==> src/utt_pkg.sv <==
// ----------------------------------------------------------------------------
// utt_pkg: shared types and codes of the sorted uid-to-tos table
// status codes, action codes, register indices and the sequencer state
// ----------------------------------------------------------------------------
package utt_pkg;

	typedef enum logic [1:0] {
		ACT_LOOKUP = 2'd0,
		ACT_ADD    = 2'd1,
		ACT_DELETE = 2'd2,
		ACT_CLEAR  = 2'd3
	} action_t;

	typedef enum logic [2:0] {
		ST_OK      = 3'd0,
		ST_INVALID = 3'd1,
		ST_FULL    = 3'd2,
		ST_DUP     = 3'd3,
		ST_MISSING = 3'd4
	} status_t;

	typedef enum logic [2:0] {
		S_IDLE,
		S_MOD,
		S_SEARCH,
		S_DECIDE,
		S_SHIFT,
		S_WRITE,
		S_OUT
	} state_t;

	localparam int unsigned REG_APP_BASE  = 0;
	localparam int unsigned REG_RANGE     = 1;
	localparam int unsigned REG_SYS_TOS   = 2;

endpackage

==> src/utt_mod.sv <==
// ----------------------------------------------------------------------------
// utt_mod: multi-cycle unsigned remainder
// restoring division, one quotient bit per cycle, zero modulus passes through
// ----------------------------------------------------------------------------
module utt_mod
	import utt_pkg::*;
(
	input  logic        clk,
	input  logic        arst_n,
	input  logic        start,
	input  logic [31:0] dividend,
	input  logic [31:0] divisor,
	output logic        done,
	output logic [31:0] remainder
);

	logic [32:0] rem_q;
	logic [31:0] quo_q;
	logic [31:0] div_q;
	logic [5:0]  cnt_q;
	logic        busy_q;
	logic [32:0] trial;

	assign trial = {rem_q[31:0], quo_q[31]} - {1'b0, div_q};

	always_ff @(posedge clk or negedge arst_n) begin
		if (!arst_n) begin
			busy_q <= 1'b0;
			done   <= 1'b0;
			cnt_q  <= '0;
		end else begin
			done <= 1'b0;
			if (start) begin
				busy_q <= (divisor != '0);
				done   <= (divisor == '0);
				cnt_q  <= 6'd0;
			end else if (busy_q) begin
				cnt_q <= cnt_q + 6'd1;
				if (cnt_q == 6'd31) begin
					busy_q <= 1'b0;
					done   <= 1'b1;
				end
			end
		end
	end

	always_ff @(posedge clk) begin
		if (start) begin
			rem_q <= '0;
			quo_q <= dividend;
			div_q <= divisor;
		end else if (busy_q) begin
			quo_q <= {quo_q[30:0], 1'b0};
			if (!trial[32]) rem_q <= trial;
			else rem_q <= {rem_q[31:0], quo_q[31]};
		end
	end

	assign remainder = (div_q == '0) ? quo_q : rem_q[31:0];

endmodule

==> src/utt_ram.sv <==
// ----------------------------------------------------------------------------
// utt_ram: entry memory holding key and tos per slot
// one write port, one registered read port
// ----------------------------------------------------------------------------
module utt_ram
	import utt_pkg::*;
#(
	parameter int unsigned DEPTH = 32,
	parameter int unsigned AW    = 5
) (
	input  logic          clk,
	input  logic          we,
	input  logic [AW-1:0] waddr,
	input  logic [39:0]   wdata,
	input  logic [AW-1:0] raddr,
	output logic [39:0]   rdata
);

	logic [39:0] mem [DEPTH];

	always_ff @(posedge clk) begin
		if (we) mem[waddr] <= wdata;
		rdata <= mem[raddr];
	end

endmodule

==> src/uid_to_tos_sorted_table_top.sv <==
// ----------------------------------------------------------------------------
// uid_to_tos_sorted_table_top: sorted id table with type-of-service bytes
// lookup, add, delete and clear over a memory kept in ascending key order
// ----------------------------------------------------------------------------
// channel   | dir | fields
// s_axis    | in  | tdata: action[1:0], raw_id[33:2], tos_value[41:34]
// m_axis    | out | tdata: status[2:0], tos_hit[3], tos_out[11:4]
// cfg       | in  | wr_en, wr_index, wr_data
//
// an item passes through the remainder unit (a zero modulus goes straight
// through), a scan that reads and compares each stored entry below the id,
// a decide step and, for an add or delete that changes the table, a shift
// of the entries from the slot upward and a write step, then an output step;
// each scan and shift step waits on the registered memory read
// reset clears the entry count, so no clearing pass is needed
// one item is in work at a time; a finished result waits in the output
// register, so the next transaction is taken while it waits, and the sequencer
// holds at its output step only while an earlier result is still untaken
module uid_to_tos_sorted_table_top
	import utt_pkg::*;
#(
	parameter int unsigned TABLE_DEPTH = 32
) (
	input  logic        clk,
	input  logic        arst_n,
	input  logic        s_axis_tvalid,
	output logic        s_axis_tready,
	input  logic [47:0] s_axis_tdata,   // action, raw_id, tos_value, zero fill
	output logic        m_axis_tvalid,
	input  logic        m_axis_tready,
	output logic [15:0] m_axis_tdata,   // status, tos_hit, tos_out, zero fill
	input  logic        wr_en,
	input  logic [1:0]  wr_index,
	input  logic [31:0] wr_data
);

	localparam int unsigned AW = (TABLE_DEPTH > 1) ? $clog2(TABLE_DEPTH) : 1;
	localparam int unsigned CW = $clog2(TABLE_DEPTH + 1);
	localparam logic [CW-1:0] FULL_CNT = CW'(TABLE_DEPTH);

	// configuration
	logic [31:0] app_base_q, range_q;
	logic [7:0]  sys_tos_q;

	always_ff @(posedge clk or negedge arst_n) begin
		if (!arst_n) begin
			app_base_q <= 32'd10000;
			range_q    <= 32'd100000;
			sys_tos_q  <= 8'd0;
		end else if (wr_en) begin
			case (wr_index)
				2'(REG_APP_BASE): app_base_q <= wr_data;
				2'(REG_RANGE):    range_q    <= wr_data;
				2'(REG_SYS_TOS):  sys_tos_q  <= wr_data[7:0];
				default: ;
			endcase
		end
	end

	state_t      state_q, state_d;
	action_t     act_q;
	logic [31:0] id_q;
	logic [7:0]  tos_in_q;
	logic [CW-1:0] cnt_q;      // valid entries
	logic [CW-1:0] idx_q;      // scan / shift pointer
	logic [CW-1:0] pos_q;      // lower bound result
	logic        rd_pend_q;    // memory read issued last cycle
	logic        found_q;
	logic [7:0]  hit_tos_q;
	logic [2:0]  st_q;
	logic        hit_q;
	logic [7:0]  tout_q;
	logic [11:0] res_q;        // result transaction waiting on m_axis
	logic        out_v_q;

	logic        mod_start, mod_done;
	logic [31:0] mod_rem;

	logic          ram_we;
	logic [AW-1:0] ram_waddr, ram_raddr;
	logic [39:0]   ram_wdata, ram_rdata;

	utt_mod u_mod (
		.clk       (clk),
		.arst_n    (arst_n),
		.start     (mod_start),
		.dividend  (s_axis_tdata[33:2]),
		.divisor   (range_q),
		.done      (mod_done),
		.remainder (mod_rem)
	);

	utt_ram #(.DEPTH(TABLE_DEPTH), .AW(AW)) u_ram (
		.clk   (clk),
		.we    (ram_we),
		.waddr (ram_waddr),
		.wdata (ram_wdata),
		.raddr (ram_raddr),
		.rdata (ram_rdata)
	);

	// input taken whenever the sequencer is idle
	assign s_axis_tready = (state_q == S_IDLE);
	logic s_fire;
	assign s_fire    = s_axis_tvalid && s_axis_tready;
	assign mod_start = s_fire;

	// output register free, or emptied at this edge
	logic m_fire, out_free;
	assign m_fire   = m_axis_tvalid && m_axis_tready;
	assign out_free = !out_v_q || m_axis_tready;

	// scan: read entry idx, compare in the next cycle
	logic scan_end;
	logic key_ge;
	assign key_ge   = rd_pend_q && (ram_rdata[31:0] >= id_q);
	assign scan_end = key_ge || (!rd_pend_q && idx_q >= cnt_q);

	// next state
	always_comb begin
		state_d = state_q;
		case (state_q)
			S_IDLE:   if (s_fire) state_d = S_MOD;
			S_MOD:    if (mod_done) state_d = S_SEARCH;
			S_SEARCH: if (scan_end) state_d = S_DECIDE;
			S_DECIDE: begin
				state_d = S_OUT;
				if (act_q == ACT_ADD && id_q >= app_base_q && cnt_q < FULL_CNT && !found_q)
					state_d = S_SHIFT;
				if (act_q == ACT_DELETE && id_q >= app_base_q && found_q)
					state_d = S_SHIFT;
			end
			S_SHIFT: begin
				if (act_q == ACT_ADD) begin
					if (idx_q == pos_q && !rd_pend_q) state_d = S_WRITE;
				end else if (idx_q + CW'(1) >= cnt_q && !rd_pend_q) begin
					state_d = S_WRITE;
				end
			end
			S_WRITE:  state_d = S_OUT;
			S_OUT:    if (out_free) state_d = S_IDLE;
			default:  state_d = S_IDLE;
		endcase
	end

	// memory control
	always_comb begin
		ram_we    = 1'b0;
		ram_waddr = idx_q[AW-1:0];
		ram_wdata = ram_rdata;
		ram_raddr = idx_q[AW-1:0];
		case (state_q)
			S_SHIFT: begin
				if (act_q == ACT_ADD) begin
					// move entry idx-1 to idx, walking down
					ram_raddr = idx_q[AW-1:0] - AW'(1);
					ram_we    = rd_pend_q;
					ram_waddr = idx_q[AW-1:0];
				end else begin
					// move entry idx+1 to idx, walking up
					ram_raddr = idx_q[AW-1:0] + AW'(1);
					ram_we    = rd_pend_q;
					ram_waddr = idx_q[AW-1:0];
				end
			end
			S_WRITE: begin
				ram_we    = (act_q == ACT_ADD);
				ram_waddr = pos_q[AW-1:0];
				ram_wdata = {tos_in_q, id_q};
			end
			default: ;
		endcase
	end

	always_ff @(posedge clk or negedge arst_n) begin
		if (!arst_n) begin
			state_q   <= S_IDLE;
			cnt_q     <= '0;
			out_v_q   <= 1'b0;
			rd_pend_q <= 1'b0;
		end else begin
			state_q <= state_d;
			if (state_q == S_OUT && out_free) out_v_q <= 1'b1;
			else if (m_fire) out_v_q <= 1'b0;
			case (state_q)
				S_MOD: rd_pend_q <= 1'b0;
				S_SEARCH: begin
					if (scan_end) rd_pend_q <= 1'b0;
					else rd_pend_q <= !rd_pend_q;
				end
				S_DECIDE: rd_pend_q <= 1'b0;
				S_SHIFT: begin
					if (act_q == ACT_ADD) begin
						if (idx_q == pos_q) rd_pend_q <= 1'b0;
						else rd_pend_q <= !rd_pend_q;
					end else if (idx_q + CW'(1) >= cnt_q) begin
						rd_pend_q <= 1'b0;
					end else begin
						rd_pend_q <= !rd_pend_q;
					end
				end
				S_WRITE: begin
					if (act_q == ACT_ADD) cnt_q <= cnt_q + CW'(1);
					else cnt_q <= cnt_q - CW'(1);
				end
				S_OUT: begin
					if (act_q == ACT_CLEAR) cnt_q <= '0;
				end
				default: ;
			endcase
		end
	end

	// datapath registers
	always_ff @(posedge clk) begin
		case (state_q)
			S_IDLE: if (s_fire) begin
				act_q    <= action_t'(s_axis_tdata[1:0]);
				tos_in_q <= s_axis_tdata[41:34];
			end
			S_MOD: if (mod_done) begin
				id_q    <= mod_rem;
				idx_q   <= '0;
				found_q <= 1'b0;
			end
			S_SEARCH: begin
				if (key_ge) begin
					pos_q     <= idx_q - CW'(1);
					found_q   <= (ram_rdata[31:0] == id_q);
					hit_tos_q <= ram_rdata[39:32];
				end else if (scan_end) begin
					pos_q <= idx_q;
				end else if (!rd_pend_q) begin
					idx_q <= idx_q + CW'(1);
				end
			end
			S_DECIDE: begin
				st_q   <= ST_OK;
				hit_q  <= 1'b0;
				tout_q <= '0;
				idx_q  <= (act_q == ACT_ADD) ? cnt_q : pos_q;
				case (act_q)
					ACT_LOOKUP: begin
						if (cnt_q == '0) st_q <= ST_MISSING;
						else if (id_q < app_base_q) begin
							hit_q <= 1'b1; tout_q <= sys_tos_q;
						end else if (found_q) begin
							hit_q <= 1'b1; tout_q <= hit_tos_q;
						end else st_q <= ST_MISSING;
					end
					ACT_ADD: begin
						if (id_q < app_base_q) st_q <= ST_INVALID;
						else if (cnt_q >= FULL_CNT) st_q <= ST_FULL;
						else if (found_q) st_q <= ST_DUP;
					end
					ACT_DELETE: begin
						if (id_q < app_base_q) st_q <= ST_INVALID;
						else if (!found_q) st_q <= ST_MISSING;
					end
					default: ;
				endcase
			end
			S_SHIFT: begin
				if (rd_pend_q) begin
					if (act_q == ACT_ADD) idx_q <= idx_q - CW'(1);
					else idx_q <= idx_q + CW'(1);
				end
			end
			S_OUT: if (out_free) begin
				res_q <= {tout_q, hit_q, st_q};
			end
			default: ;
		endcase
	end

	assign m_axis_tvalid = out_v_q;
	assign m_axis_tdata  = {4'd0, res_q};

`ifndef SYNTHESIS
	// the table never holds more than its depth
	a_cnt_bound: assert property (@(posedge clk) disable iff (!arst_n)
		cnt_q <= FULL_CNT) else $error("entry count over depth");
	// a waiting result transaction holds still until taken
	a_out_hold: assert property (@(posedge clk) disable iff (!arst_n)
		(m_axis_tvalid && !m_axis_tready) |=> (m_axis_tvalid && $stable(m_axis_tdata)))
		else $error("waiting result changed");
	// count only moves when an item finishes its update, so never while idle
	a_cnt_step: assert property (@(posedge clk) disable iff (!arst_n)
		(state_q == S_IDLE) |=> $stable(cnt_q)) else $error("count moved in idle");
`endif

endmodule

==> config.mk <==
export PLATFORM = sky130hd
export DESIGN_NAME = uid_to_tos_sorted_table_top
export DESIGN_NICKNAME = d
export VERILOG_FILES = /design/src/utt_pkg.sv /design/src/utt_mod.sv /design/src/utt_ram.sv /design/src/uid_to_tos_sorted_table_top.sv
export SDC_FILE = /design/constraint.sdc
export NUM_CORES = 2
export LEC_CHECK = 0
export BUFFER_PORTS_ARGS = -buffer_cell sky130_fd_sc_hd__buf_4
export CORE_MARGIN = 3
export CORE_UTILIZATION = 60
export CTS_CLUSTER_SIZE = 25
export DETAILED_ROUTE_END_ITERATION = 8
export PLACE_DENSITY = 0.77
export SLEW_MARGIN = 25
export SYNTH_ARGS = -nofsm -noshare
export SYNTH_HDL_FRONTEND = slang
export SYNTH_SLANG_ARGS = --single-unit
==> constraint.sdc <==
create_clock -name clk -period 10.88 [get_ports clk]
set_input_delay 1.632 -clock clk [delete_from_list [all_inputs] [get_ports clk]]
set_output_delay 1.632 -clock clk [all_outputs]
set_load 0.02 [all_outputs]
After elaboration in Yosys (flattened, before gate mapping):

Memory sizes are Yosys's and may differ from the RTL's. A register that Yosys moved wholly into a read port is not among the register bits.
Index checks and enable logic that the tools add are counted.

* bits in writable memories: 1280
* register bits after elaboration: 274
* output and inout port bits: 18
* bits of input ports: 87
* word-level logic and storage cells: 176
* memories: 1

* add/subtract/negate cells: 8
* bitwise gates (word level): 1
* $lt $le $gt $ge: 7
* eq/ne operators: 26
* mux-type cells: 64
* reductions and logical operators: 45

Memory list
* u_ram.mem: depth 32, bits a word 40, rd ports 1, clocked after memory_dff 1, wr ports 1, line utt_ram.sv:19 `logic [39:0] mem [DEPTH];`

Operators with widths (number)
* 32-bit 2-to-1 mux: 4
* 6-bit 2-to-1 mux: 13
* 32-bit >= comparator: 2
* 32-bit logical NOT: 2
* 40-bit 2-to-1 mux: 1
* 3-bit 2-to-1 mux: 12
* 33-bit by 32-bit subtractor with 33-bit output: 1
* 32-bit equality test: 1
* 32-bit < comparator: 1
* 32-bit nonzero test: 1
* 6-bit case mux with 4 select lines: 1
* 3-bit case mux with 7 select lines: 1
* 6-bit by 1-bit adder with 6-bit output (second input constant): 3
* 1-bit 2-to-1 mux: 18
* 2-bit AND reduction: 9
* 8-bit 2-to-1 mux: 2
* 5-bit 2-to-1 mux: 3
* 2-bit inequality test (second input constant): 7
* 6-bit >= comparator: 2
* 1-bit logical AND: 12
* 6-bit case mux with 2 select lines: 1
* 6-bit AND reduction: 2
* 6-bit by 1-bit subtractor with 6-bit output (second input constant): 2
* 2-bit nonzero test: 5
* 27 further kinds: 45

Logic depth before layout (Yosys ltp):

* depth after elaboration: 7
* depth in mapped cells: 14

Modules after synthesis:

A second synthesis with hierarchy kept.

* cell total of the unflattened synthesis: 4344
* area total of the unflattened synthesis: 66403.7 sq um

By module, submodules not included
* utt_ram: area an instance 50564.7 sq um, times used 1, cells an instance 2813, seq. area each 39237.6 sq um
* uid_to_tos_sorted_table_top: area an instance 9311.4 sq um, times used 1, cells an instance 877, seq. area each 4703.3 sq um
* utt_mod: area an instance 6527.5 sq um, times used 1, cells an instance 654, seq. area each 2762.6 sq um

Worst setup path after synthesis:

No wires, ideal clock.

* path type: reg-to-reg
* from: reg state_q[0]
* to: mem u_ram.mem[23][0], enable pin
* data required time: 10.443 ns
* setup slack: 7.035 ns
* library setup time: 0.437 ns
* stages on the path, launching flop included: 9
* data arrival time: 3.407 ns
* path through: dfrtp_1 clkbuf_1 inv_1 nor2_1 nand3_1 o21a_1 or2_2 clkbuf_1 nor2_1

* cells in the longest elaborated chain, start to end: 4
* elaborated cells on any way between the ends: 6
* classes of those cells: 2 x eq/ne; 4 x mux

Ends and longest elaborated chain
* start: declaration: line uid_to_tos_sorted_table_top.sv:60 `state_t state_q, state_d;`
* start signal: assignment: line uid_to_tos_sorted_table_top.sv:182 `state_q <= state_d;`
* 3-bit equality test: line uid_to_tos_sorted_table_top.sv:152 `case (state_q)`
* 1-bit case mux with 2 select lines: line uid_to_tos_sorted_table_top.sv:152
* 1-bit 2-to-1 mux: line utt_ram.sv:22 `if (we) mem[waddr] <= wdata;`
* 1-bit 2-to-1 mux (implied by the code): line utt_ram.sv:22
* end: declaration: line utt_ram.sv:19

Parallel ways exist; a longest one is shown, timed or not.

Final worst setup path:

* from: reg state_q[0]
* to: reg u_ram.rdata[30] (read register of u_ram.mem)

* cells in the longest elaborated chain, start to end: 2

Ends and longest elaborated chain
* 3-bit equality test: line uid_to_tos_sorted_table_top.sv:152
* 5-bit 2-to-1 mux: line uid_to_tos_sorted_table_top.sv:152
* end: declaration: line utt_ram.sv:16 `output logic [39:0] rdata`

Every way passes these cells.
A chain may end at the register's enable or synchronous reset.

==> results_dict.tcl <==
set metrics [dict create \
    swShare_pct 34.12 \
    drive_gt1_share_pct 20.27 \
    grt_use_met3_pct 5.840 \
    grt_antenna_before_repair 6 \
    grt-ovfl-total 0 \
    relSlewSlack_pct 25.10 \
    endpoint_kind "flop" \
    postCtsSetupRepairBufs 0 \
    dpl-instance-area_sq_um 68220 \
    grt_usage_pct 29.12 \
    drtIter0Drc 4670 \
    cpPeakStageDelay_ns 0.96 \
    cts_tree "yes" \
    instances_no_fill 5680 \
    core.rowCount 120 \
    port_buffers 94 \
    p_total_mw 21.58 \
    grt_pass1_wl_um 239100 \
    start_kind "flop" \
    crit_type "reg2reg" \
    htreeDepth 4 \
    synthCells 4012 \
    timing.hold.ws_ns 0.4099 \
    tightest_slew_ns 1.124 \
    synth_area_sq_um 65510 \
    hp-class "reg2reg" \
    r2r_slack_ns 5.60 \
    cts.sinks 1594 \
    critPathSlowestCell "ha_4" \
    final_util_pct 67.97 \
    firstDrtPassIters 6 \
    dp_hpwl_um 84710 \
    dieArea_sq_um 113200 \
    die_x_um 336.4 \
    vias 37210 \
    skew_ns 0.02974 \
    yosysTopAreaCell "edfxtp_1" \
    antenna_cells 0 \
    final_area_sq_um 73170 \
    ys_async_sr_fraction_pct 5.709 \
    grt_pass1_vias 37010 \
    cts_hold_buf 0 \
    synth_edf_count 1431 \
    viasPerCell 6.552 \
    rsz0062_at_grt "no" \
    endpoint "u_ram.rdata[30]$_DFF_P_" \
    rr_worst_depth 11 \
    p_int_mw 14.21 \
    maxCapViolations 0 \
    clk-insertion-delay-late_ns 0.76 \
    regToRegStartpoint "state_q[0]$_DFFE_PN0P_" \
    cp.required_ns 11.49 \
    vdd_ir_drop_max_uv 272.7 \
    syn2layout_area_growth_pct 11.70 \
    share_comb_of_total_power_pct 36.9 \
    cts_made_buffers 154 \
    p_clk_share_pct 23.7 \
    final_max_slew_viol_count 0 \
    fin_nets 4361 \
    p_leak_nw 25.58 \
    cts.clk_slew.worst_paths_ns 0.06 \
    synthFlopType "edfxtp_1" \
    cp-startpoint "state_q[0]$_DFFE_PN0P_" \
    root_buffer "clkbuf_16" \
    cp.arrival_ns 5.89 \
    postRouteAntennaNets 0 \
    cts_max_path_buffers 3 \
    synth_seq_area_share_pct 71.29 \
    reg2reg_to "u_ram.rdata[30]$_DFF_P_" \
    fmax_mhz 189.5 \
    hold_viol 0 \
    wl_per_cell_um 28.53 \
    setup_viol 0 \
    seqPwrFrac_pct 39.4 \
    ys_types 75 \
    cts_resized 0 \
    die_y_um 336.4 \
    synthTopCellsByArea "edfxtp_1, mux4_2, nand2_1, dfrtp_1, ha_1" \
    syn_area_per_cell_sq_um 16.33 \
    status "finished clean" \
    setup_tns_ns 0 \
    start_util_pct 60.85 \
    yosysTopAreaCellShare_pct 65.60 \
    fin_ws_ns 5.604 \
    busiest_layer "met2" \
    design.portCount 105 \
    powerDensity_nw_per_um2 294.9 \
    drt_wl_total_um 162100 \
    core_area_sq_um 107700 \
    yosys_register_bits 1594 \
    min_period_ns 5.276 \
    cp_cell_sequence "nor2_1 -> nand2_1 -> clkinv_1 -> ha_4 -> buf_4 -> buf_4 -> mux4_2 -> nand2_1 -> nand3_1 -> nand3_1 -> o21ai_1" \
    power.switching_mw 7.362 \
    finalCritPeriodShare_pct 48.49 \
    grt_max_degree 153 \
    yosys_warnings 0 \
    drc 0 \
    pre_cts_slack_ns 5.517 \
    use_met2_pct 46.19 \
    use_met1_pct 40.32 \
    place_inst 5397 \
    cp_max_fo 44 \
    place_congestion 0.9118 \
]
## layout make-up
cell class | instances | area (sq um)
multi-input cells | 2086 | 17920
flip-flops and latches | 1594 | 46700
inverters | 137 | 515.5
clock buffers | 213 | 4239
clock inverters | 68 | 565.5
repair buffers | 179 | 1470
well taps | 1403 | 1755
fillers | 6714 | 34480
## routing by layer
layer,vias up,wire [um]
met1,18860,59890
met5,-,11
li1,15690,-
met4,2,6561
met2,2274,77710
met3,389,17890
## worst min path at each step
stage / start / end / cells past startpoint
global route: tout_q[4]$_SDFFCE_PP0P_ / res_q[8]$_DFFE_PP_ / 0
floorplan: st_q[0]$_DFFE_PP_ / res_q[0]$_DFFE_PP_ / 0
detailed placement: tout_q[7]$_SDFFCE_PP0P_ / res_q[11]$_DFFE_PP_ / 0
CTS: tout_q[4]$_SDFFCE_PP0P_ / res_q[8]$_DFFE_PP_ / 0
global placement: tout_q[4]$_SDFFCE_PP0P_ / res_q[8]$_DFFE_PP_ / 0
finish: tout_q[4]$_SDFFCE_PP0P_ / res_q[8]$_DFFE_PP_ / 0
## flip-flops by register name, summed over array words and instances (netlist names), 32 cells and up
name / flops
u_ram.mem: 1280
u_ram.rdata: 40
app_base_q: 32
id_q: 32
range_q: 32
u_mod.div_q: 32
u_mod.quo_q: 32
u_mod.rem_q: 32
## placed cells by master, fill, tap and decap left out, types with 20 or more instances in the layout
master | Yosys | routed
xor2_1 | 24 | 24
nand3_1 | 219 | 219
nand4_1 | 22 | 22
mux4_2 | 320 | 320
nor2_1 | 104 | 70
a21oi_1 | 92 | 91
clkbuf_1 | 140 | 46
nor4_1 | 20 | 20
mux2i_1 | 32 | 31
edfxtp_1 | 1431 | 1431
buf_4 | 14 | 170
clkinv_1 | 1 | 24
nand2_1 | 628 | 627
clkinv_2 | 0 | 24
inv_1 | 135 | 135
mux2_2 | 70 | 70
nor2_4 | 0 | 33
dfrtp_1 | 80 | 79
o21ai_1 | 30 | 49
a21o_1 | 46 | 45
o21ai_0 | 150 | 117
xnor2_1 | 36 | 35
ha_1 | 119 | 118
clkbuf_16 | 0 | 157
dfxtp_1 | 72 | 72
## cells by family after synthesis
family / Yosys count / share of synthesized area [%]
XOR/XNOR: 61 / 0.8442
AND/OR/NAND/NOR: 1065 / 6.968
other: 1 / 0.005724
flip-flops: 1594 / 71.29
AO/OA/AOI/OAI: 412 / 3.732
adder cells (fa/ha/maj): 122 / 2.365
buffers and inverters: 335 / 2.099
multiplexers: 422 / 12.69
## power by group through the flow
| stage | clock [mW] | sequential [mW] | combinational (mW) |
|---|---|---|---|
| 2_1_floorplan | 0 | 8.46 | 5.87 |
| 3_3_place_gp | 0 | 8.61 | 7.60 |
| 3_5_place_dp | 0 | 8.62 | 7.81 |
| 4_1_cts | 5.17 | 8.50 | 7.91 |
| 5_1_grt | 5.41 | 8.55 | 8.70 |
| 6_report | 5.11 | 8.51 | 7.96 |
## synth_stat cells (all sizes together) (37+ instances only)
| cell | number |
|---|---|
| buf | 57 |
| dfxtp | 72 |
| clkbuf | 141 |
| mux2 | 70 |
| edfxtp | 1431 |
| mux4 | 320 |
| ha | 119 |
| dfrtp | 80 |
| a21o | 47 |
| o21ai | 181 |
| a21oi | 92 |
| xnor2 | 37 |
| nand2 | 629 |
| nor2 | 104 |
| nand3 | 219 |
| inv | 136 |
## worst max-delay path, delay by kind of cell (launching register included)
family	cells	cell delay [ns]
multiplexers	1	0.60
flip-flops	1	0.65
adder cells (fa/ha/maj)	1	0.96
AND/OR/NAND/NOR	5	0.86
AO/OA/AOI/OAI	1	0.09
buffers and inverters	3	1.88
(Power assumes the default switching activity.)
